## src/hdl/utca_pkg.sv

```systemverilog
`timescale 1ns / 1ps
// ----------------------------------------------------------------------------
// utca_pkg
// Shared widths, constants and command/status types for the trace cost block.
// ----------------------------------------------------------------------------
package utca_pkg;

    localparam int ACC_W  = 40;
    localparam int ELEM_W = 18;
    localparam int COST_W = 19;
    localparam int ROW_W  = 11;
    localparam int COL_W  = 10;
    localparam int QC_W   = 4;

    localparam logic [1:0] MODE_LINEAR = 2'd0;
    localparam logic [1:0] MODE_HS     = 2'd1;
    localparam logic [1:0] MODE_INFID  = 2'd2;

    localparam logic [1:0] REG_QUBITS = 2'd0;
    localparam logic [1:0] REG_OFFSET = 2'd1;
    localparam logic [1:0] REG_MODE   = 2'd2;

    // Commands from the controller to the datapath.
    typedef struct packed {
        logic accum;     // add the input transaction into the sums
        logic snap;      // latch sums for the cost pass and clear them
        logic cost_a;    // step 1: divide trace by N, square terms
        logic cost_b;    // step 2: sum squares, round, clamp
        logic cost_c;    // step 3: N*p + 1
        logic div_start; // start the serial divider
        logic div_step;  // one restoring division step
        logic cost_fin;  // form the final cost and load the output register
    } utca_cmd_t;

    typedef struct packed {
        logic div_done;
    } utca_sts_t;

endpackage

```

## src/hdl/utca_ctrl.sv

```systemverilog
`timescale 1ns / 1ps
// ----------------------------------------------------------------------------
// utca_ctrl
// Sequencer: accepts elements, runs the cost pass on the last one, hands off
// to the output register.
// ----------------------------------------------------------------------------
module utca_ctrl
    import utca_pkg::*;
(
    input  logic      clk,
    input  logic      rst_n,
    input  logic      in_valid,
    input  logic      in_last,
    output logic      in_ready,
    input  logic      out_busy,
    input  logic      out_take,
    output utca_cmd_t cmd,
    input  utca_sts_t sts
);

    typedef enum logic [2:0] {
        ST_RUN, ST_A, ST_B, ST_C, ST_DIV, ST_FIN, ST_WAIT
    } state_t;

    state_t state_reg;

    assign in_ready = (state_reg == ST_RUN);

    always_comb
    begin
        cmd           = '0;
        cmd.accum     = in_ready && in_valid;
        cmd.snap      = in_ready && in_valid && in_last;
        cmd.cost_a    = (state_reg == ST_A);
        cmd.cost_b    = (state_reg == ST_B);
        cmd.cost_c    = (state_reg == ST_C);
        cmd.div_start = (state_reg == ST_C);
        cmd.div_step  = (state_reg == ST_DIV);
        cmd.cost_fin  = (state_reg == ST_FIN) && (!out_busy || out_take);
    end

    always_ff @(posedge clk or negedge rst_n)
    begin
        if (!rst_n)
        begin
            state_reg <= ST_RUN;
        end
        else
        begin
            unique case (state_reg)
                ST_RUN:  if (cmd.snap) state_reg <= ST_A;
                ST_A:    state_reg <= ST_B;
                ST_B:    state_reg <= ST_C;
                ST_C:    state_reg <= ST_DIV;
                ST_DIV:  if (sts.div_done) state_reg <= ST_FIN;
                ST_FIN:  if (cmd.cost_fin) state_reg <= ST_RUN;
                default: state_reg <= ST_RUN;
            endcase
        end
    end

endmodule

```

## config.mk

```make
export PLATFORM = sky130hd
export DESIGN_NAME = utca_ctrl
export DESIGN_NICKNAME = d
export VERILOG_FILES = /design/src/hdl/utca_pkg.sv /design/src/hdl/utca_ctrl.sv
export SDC_FILE = /design/constraint.sdc
export NUM_CORES = 1
export LEC_CHECK = 0
export BUFFER_PORTS_ARGS = -buffer_cell sky130_fd_sc_hd__buf_4
export CAP_MARGIN = 20
export CORE_AREA = 4 4 41 43
export DETAILED_ROUTE_END_ITERATION = 6
export DIE_AREA = 0 0 45 47
export SLEW_MARGIN = 10
export SYNTH_ARGS = -nofsm -noshare
export SYNTH_HDL_FRONTEND = slang
export SYNTH_SLANG_ARGS = --single-unit
```

## constraint.sdc

```tcl
create_clock -name clk -period 1.15 [get_ports clk]
set_input_delay 0.1725 -clock clk [delete_from_list [all_inputs] [get_ports clk]]
set_output_delay 0.1725 -clock clk [all_outputs]
set_load 0.005 [all_outputs]
```

# After elaboration in Yosys (flattened, before gate mapping)
# Cells that the tools add are included.
# Widths: inputs -> output; s select.
# word_totals
register_bits	3
in_bits	7
output_inout_bits	9
wordCells	20
# classes
n_eq_ne	8
mux	4
reduce_logical	7
# op_table
operator	count
$pmux 3 s6	1
$mux 3	3
$eq 3x2->1 const B	2
$eq 3x3->1 const B	2
$ne 2x1->1 const B	2
$eq 3x1->1 const B	1
$logic_and 1x1->1	3
$logic_not 3->1	1
$reduce_and 3->1	1
$ne 2x2->1 const B	1
$logic_not 1->1	1
$logic_or 1x1->1	1

# Depth between registers and ports, before layout
# Gate-level depths: netlist of run 1.
# logic_depth
depth_word	5
ltp_mapped	3
depth_no_buf	3

# Least setup slack after synthesis of run 1
# Ideal clock, no wire load.
# synth_timing
kind	register to output
startpoint	register state_reg[0]
endpoint	output port cmd[6] in the netlist's numbering
arrival_ps	900
t_required_ps	978
setup_slack_ps	77
path_stages_with_launch	4
n_path_buf	1
cell_sequence	dfrtp_1 buf_8 nor3_2 and3_1
# synth_lines
element	line_no	source
start, declared	utca_ctrl.sv:25	state_t state_reg;
start signal, assigned	utca_ctrl.sv:46	state_reg <= ST_RUN;
start signal, assigned	utca_ctrl.sv:51	ST_RUN: if (cmd.snap) state_reg <= ST_A;
start signal, assigned	utca_ctrl.sv:52	ST_A: state_reg <= ST_B;
end, declared	utca_ctrl.sv:17	output utca_cmd_t cmd,

==> metrics.md, run 1 <==
| Metric | Value |
|---|---|
| Clock power frac | `13.5%` |
| CP Max Fanout | `4` |
| Violated checks | `negative setup slack` |
| Die ar. | `2115 µm²` |
| Initial DRC Count | `4` |
| DRC viols | `0` |
| Number of global-route vias before repair | `236` |
| I/O pins | `16` |
| Initial core utilization | `16.92%` |
| RSZ-0062 raised after global routing | `yes` |
| Skew-Pair Late Insertion Delay | `0.23 ns` |
| Final wirelength | `621 µm` |
| Gate power share | `66.3%` |
| Max Fclk | `756.6 MHz` |
| Clk sinks | `3` |
| Mapped Area | `220.2 µm²` |
| Net Sw Power | `0.4421 mW` |
| Seq pwr share | `20.1%` |
| Wire per inst | `9.269 µm` |
| Sw Ratio | `32.64%` |
| Max_cap viols | `0` |
| Final Setup Violations | `10` |
| WHS | `0.2192 ns` |
| Global route overflow | `0` |
| Via count | `273` |
| Area delta synth->final | `133.0%` |
| Clock-pin transition on the worst setup and hold timing paths | `0.03 ns` |
| Yosys warns | `0` |
| Pins over their slew limit | `0` |
| Avg Inst Size Synth | `9.175 µm²` |
| H-tree lvl count | `1` |
| Number of flip-flops in the largest register | `3` |
| Clock Tree Buf Depth | `2` |
| Fill cells | `140` |
| Measured slew at the worst slew-check pin | `0.1586 ns` |
| FP Rows | `13` |
| Total power | `1.355 mW` |
| Cell Pwr Density | `2641 nW/µm²` |
| Final Critical Period | `1.322 ns` |
| Status | `finished with violations` |
| Highest-count cells in the layout ignoring fill and taps | `buf_4, buf_6, clkbuf_4, dfrtp_2` |
| Number of synthesized register bits | `3` |
| Final Hold Fails | `0` |
| Global-route wire length before repair | `972 µm` |
| IO buf count | `15` |
| Placer Congestion | `0.6932` |
| Worst Path Required | `0.98 ns` |
| Min-delay worst type | `in2reg` |
| Largest net degree at the start of global routing | `7` |
| Antenna diode count | `0` |
| Worst-case clock skew | `0.001848 ns` |
| Layout Nets | `60` |
| Seq/Total Area, Yosys | `34.09%` |
| Non-Filler Instances | `67` |
| CP startpoint kind | `register` |
| Final HPWL DP | `438.9 µm` |
| Most common cell after layout, fill and taps aside | `buf_4` |
| Die height | `47 µm` |
| Pre-antenna DRT Iters | `4` |
| Setup Crit Path Kind | `reg2out` |
| Clock root buffer | `clkbuf_4` |
| LEAKAGE | `0.2506 nW` |
| Distinct cells, synth | `17` |
| Syn Nets | `31` |
| Worst Setup End Kind | `output port` |
| Int Pwr | `0.9125 mW` |
| Mapped Cells | `24` |
| Core box area | `1301 µm²` |
| GRT Util Overall | `6.651%` |
| Relative slew margins | `89.43%` |
| Fin crit share | `114.9%` |
| Initial antenna violation count | `0` |
| Max VDD drop | `1124 µV` |
| TritonCTS clock tree | `done` |
| Share of layout cells above drive strength 1 | `73.08%` |
| Final worst slack | `-0.1717 ns` |
| DRT antenna net count | `0` |
| Placed insts | `53` |
| Number of buffers created by CTS | `3` |
| Die X | `45 µm` |
| Arrival time worst endpoint | `1.15 ns` |
| Via-to-Cell Ratio | `4.075` |
critical path, cell delays in order, from the launching register on:
cell,delay (ns)
dfrtp_2,0.43
nor3_4,0.21
and3_1,0.17
buf_4,0.10
synthesized netlist by cell type:
cell type / count / area (µm²)
dfrtp_1: 3 / 75.07
a21oi_1: 2 / 10.01
nand2b_1: 2 / 12.51
nor2_1: 2 / 7.510
nor3b_1: 2 / 15.01
or2_1: 2 / 12.51
a31oi_1: 1 / 6.260
and2_1: 1 / 6.260
and3_1: 1 / 6.260
and3b_1: 1 / 8.760
buf_4: 1 / 7.510
buf_8: 1 / 15.01
nand2_1: 1 / 3.750
nand3b_1: 1 / 7.510
nor3_2: 1 / 10.01
o31a_1: 1 / 8.760
or2b_1: 1 / 7.510
cells by family (layout without fill, tap and decap cells):
kind of cell | count (synthesis) | count (layout) | synth area share (%)
buffers and inverters | 2 | 30 | 10.23
flip-flops | 3 | 3 | 34.09
AO/OA/AOI/OAI | 4 | 4 | 11.37
AND/OR/NAND/NOR | 15 | 15 | 44.32
per-layer routing:
metal	track usage, %	share of wire (%)	vias up	routed length [µm]
li1	-	-	137	-
met1	8.467	42	121	263
met2	8.475	43	15	264
met3	5.364	15	0	94
met4	1.754	0	0	0
met5	0	0	-	0
layout make-up:
type / count / area (µm²) / share of cell area, %
timing repair buffer: 26 / 231.5 / 45.12
sequential: 3 / 78.83 / 15.37
tap: 15 / 18.77 / 3.659
clock buffer: 4 / 26.28 / 5.122
multi-input combinational: 19 / 157.7 / 30.73
what timing repair did:
action / 4_1_cts / 5_1_grt
hold buffers: 1 / 0
hold endpoints to repair: 3 / 0
setup buffers: 8 / 1
resized for setup: 11 / 9
pin swaps: 3 / 1
setup endpoints to repair: 9 / 11
power by group through the flow:
stage               logic [mW]  registers [mW]  clock network, mW
global route             0.975           0.287              0.209
detailed placement       0.484           0.242                  0
floorplan                0.309           0.211                  0
global placement         0.483           0.237                  0
CTS                      0.798           0.249              0.196
finish                   0.898           0.273              0.183
final timing paths:
kind / slack, ns / cells after the start / startpoint / to
max: -0.17 / 3 / state_reg[0]$_DFFE_PN0P_ / cmd[6]
min: 0.22 / 3 / sts / state_reg[0]$_DFFE_PN0P_
max reg2reg: -0.05 / 4 / state_reg[2]$_DFFE_PN0P_ / state_reg[0]$_DFFE_PN0P_
min reg2reg: 0.74 / 2 / state_reg[1]$_DFFE_PN0P_ / state_reg[1]$_DFFE_PN0P_
max in group asynchronous: 0.78 / 2 / rst_n / state_reg[0]$_DFFE_PN0P_
min in group asynchronous: 0.27 / 2 / rst_n / state_reg[2]$_DFFE_PN0P_
per-stage QoR:
step / instance area [µm²] / TNS, ns / util (%) / setup WS (ns)
3_3_place_gp: 336.6 / 0 / 25.87 / 0.04389
6_report: 513.0 / -1.142 / 39.42 / -0.1717
4_1_cts: 473.0 / -1.178 / 36.35 / -0.1925
3_5_place_dp: 336.6 / 0 / 25.87 / 0.04847
5_1_grt: 513.0 / -1.812 / 39.42 / -0.2350
2_1_floorplan: 220.2 / 0 / - / 0.07706
No activity file was read; power rests on OpenSTA's default activity.
==> inputs of run 2 (changes only) <==
--- a/config.mk
+++ b/config.mk
@@ -10,6 +10,7 @@
 export CORE_AREA = 4 4 41 43
 export DETAILED_ROUTE_END_ITERATION = 6
 export DIE_AREA = 0 0 45 47
+export REMOVE_ABC_BUFFERS = 1
 export SLEW_MARGIN = 10
 export SYNTH_ARGS = -nofsm -noshare
 export SYNTH_HDL_FRONTEND = slang
==> run 2 against run 1 <==
The flow still finishes with violations (negative setup slack). Combinational power is 31% lower. Critical path depth up 1. Via count is 14% lower.
==> metrics.md, run 2 (synthesis gave the netlist of run 1 again) <==
| Metric | Value |
|---|---|
| Status | `finished with violations (unchanged)` |
| Violated checks | `negative setup slack (unchanged)` |
| Antenna diode count | `0 (unchanged)` |
| Sw Ratio | `32.86% (was 32.64%)` |
| Placer Congestion | `0.6857 (was 0.6932)` |
| Clock root buffer | `clkbuf_4 (unchanged)` |
| Measured slew at the worst slew-check pin | `0.2149 ns (was 0.1586 ns)` |
| Final worst slack | `-0.1593 ns (was -0.1717 ns)` |
| Slowest cell on crit path | `dfrtp_2 (unchanged)` |
| DRC viols | `0 (unchanged)` |
| Clock Tree Buf Depth | `2 (unchanged)` |
| CP Max Fanout | `5 (was 4)` |
| Die X | `45 µm (unchanged)` |
| Worst Setup End Kind | `output port (unchanged)` |
| Global route overflow | `0 (unchanged)` |
| Final Critical Period | `1.309 ns (was 1.322 ns)` |
| Crit path to | `cmd[0] (was cmd[6])` |
| Number of buffers created by CTS | `3 (unchanged)` |
| Largest stage delay on the critical path | `0.43 ns (about the same)` |
| Max_cap viols | `0 (unchanged)` |
| Highest-count cells in the layout ignoring fill and taps | `buf_4, clkbuf_4, buf_6, dfrtp_2 (was buf_4, buf_6, clkbuf_4, dfrtp_2)` |
| Int Pwr | `0.7121 mW (was 0.9125 mW)` |
| Max Fclk | `763.8 MHz (was 756.6 MHz)` |
| Arrival time worst endpoint | `1.14 ns (was 1.15 ns)` |
| Relative slew margins | `85.64% (was 89.43%)` |
| Max VDD drop | `968.7 µV (was 1124 µV)` |
| Worst Reg-to-Reg Cells | `4 (unchanged)` |
| Final wirelength | `537 µm (was 621 µm)` |
| Non-Filler Instances | `61 (was 67)` |
| Initial DRC Count | `0 (was 4)` |
| Final core utilization | `32.50% (was 39.42%)` |
| Via count | `236 (was 273)` |
| Min-delay worst type | `in2reg (unchanged)` |
| H-tree lvl count | `1 (unchanged)` |
| Die height | `47 µm (unchanged)` |
| RSZ-0062 raised after global routing | `yes (unchanged)` |
| Number of global-route vias before repair | `222 (was 236)` |
| Largest net degree at the start of global routing | `7 (unchanged)` |
| Final HPWL DP | `418.3 µm (was 438.9 µm)` |
| WHS | `0.2254 ns (was 0.2192 ns)` |
| Number of flip-flops in the largest register | `3 (unchanged)` |
| GRT Util Overall | `6.022% (was 6.651%)` |
| Critical R2R Launch | `state_reg[2]$_DFFE_PN0P_ (unchanged)` |
| CP startpoint kind | `register (unchanged)` |
| Global-route wire length before repair | `883 µm (was 972 µm)` |
| Cell Pwr Density | `2508 nW/µm² (was 2641 nW/µm²)` |
| Skew-Pair Late Insertion Delay | `0.23 ns (about the same)` |
| Initial antenna violation count | `0 (unchanged)` |
| Worst Path Required | `0.98 ns (about the same)` |
| Pre-antenna DRT Iters | `1 (was 4)` |
| Reg2reg end | `state_reg[0]$_DFFE_PN0P_ (unchanged)` |
| Worst-case clock skew | `0.001690 ns (was 0.001848 ns)` |
| Most common cell after layout, fill and taps aside | `buf_4 (unchanged)` |
| Crit-path cells | `buf_4 > nand2b_1 > nor2_1 > buf_4 (was nor3_4 > and3_1 > buf_4)` |
| DRT antenna net count | `0 (unchanged)` |
| Seq pwr share | `24.5% (was 20.1%)` |
| Setup Crit Path Kind | `reg2out (unchanged)` |
| Total power | `1.061 mW (was 1.355 mW)` |
| Net Sw Power | `0.3484 mW (was 0.4421 mW)` |
| Core box area | `1301 µm² (unchanged)` |
| Fin crit share | `113.9% (was 114.9%)` |
| Initial core utilization | `16.92% (unchanged)` |
| TritonCTS clock tree | `done (unchanged)` |
| Via-to-Cell Ratio | `3.869 (was 4.075)` |
| R2r setup slk | `-0.05 ns (about the same)` |
| Wire per inst | `8.803 µm (was 9.269 µm)` |
| Fill cells | `141 (was 140)` |
| Final Hold Fails | `0 (unchanged)` |
| Worst setup path start | `state_reg[2]$_DFFE_PN0P_ (was state_reg[0]$_DFFE_PN0P_)` |
| Most frequent CP cell | `buf_4` |
| Placed insts | `53 (unchanged)` |
| Final Setup Violations | `10 (unchanged)` |
| Die ar. | `2115 µm² (unchanged)` |
| IO buf count | `15 (unchanged)` |
| Area delta synth->final | `92.05% (was 133.0%)` |
| Clock power frac | `16.8% (was 13.5%)` |
| Clock-pin transition on the worst setup and hold timing paths | `0.03 ns (about the same)` |
| I/O pins | `16 (unchanged)` |
| LEAKAGE | `0.2081 nW (was 0.2506 nW)` |
| Share of layout cells above drive strength 1 | `60.87% (was 73.08%)` |
| Clk sinks | `3 (unchanged)` |
| FP Rows | `13 (unchanged)` |
| Gate power share | `58.7% (was 66.3%)` |
| Pins over their slew limit | `0 (unchanged)` |
| Layout Nets | `54 (was 60)` |
[run 2: through the flow]
stage,setup TNS (ns),instance area (µm²),setup WS (ns)
2_1_floorplan,0,197.7,0.1092
3_3_place_gp,0,336.6,0.08087
3_5_place_dp,0,336.6,0.03855
4_1_cts,-1.110,410.4,-0.1683
5_1_grt,-1.633,422.9,-0.2343
6_report,-0.9871,422.9,-0.1593
[run 2: worst min-delay path by stage]
| stage | to | startpoint | cells after the start |
|---|---|---|---|
| after detailed placement | state_reg[0]$_DFFE_PN0P_ | rst_n | 1 |
| after CTS | state_reg[0]$_DFFE_PN0P_ | sts | 3 |
| final | state_reg[0]$_DFFE_PN0P_ | sts | 3 |
| after global routing | state_reg[0]$_DFFE_PN0P_ | sts | 3 |
| after global placement | state_reg[1]$_DFFE_PN0P_ | rst_n | 1 |
| after floorplan | state_reg[0]$_DFFE_PN0P_ | rst_n | 0 |
[run 2: final cells by class]
cell class                 instances  area (µm²)  share of cell area [%]
clock buffer                       4       26.28                   6.213
multi-input combinational         19       135.1                   31.95
sequential                         3       78.83                   18.64
tap                               15       18.77                   4.438
timing repair buffer              20       163.9                   38.76
[run 2: what timing repair did]
action	CTS	global route
gates cloned	0	0
endpoints found under the hold margin	3	0
resized for setup	8	1
hold buffers	1	0
pin swaps	4	1
endpoints found under the setup margin	9	9
setup buffers	2	1
[run 2: routing by layer]
layer	global-route usage (%)	vias up	part of all wire (%)
met4	5.263	0	0
li1	-	126	-
met2	7.062	14	41
met3	2.682	0	13
met1	8.028	96	46
met5	0	-	0
[run 2: power by group through the flow]
| stage | Combinational, mW | Sequential (mW) | Clock, mW |
|---|---|---|---|
| final | 0.622 | 0.260 | 0.178 |
| after floorplan | 0.224 | 0.231 | 0 |
| after CTS | 0.596 | 0.259 | 0.190 |
| after global routing | 0.694 | 0.273 | 0.195 |
| after detailed placement | 0.480 | 0.237 | 0 |
| after global placement | 0.478 | 0.237 | 0 |
[run 2: worst max-delay path: cells and delay by family, from the launching register on]
| family | cells | cell delay [ns] |
|---|---|---|
| flops | 1 | 0.43 |
| buf+inv | 2 | 0.28 |
| simple gates | 2 | 0.20 |
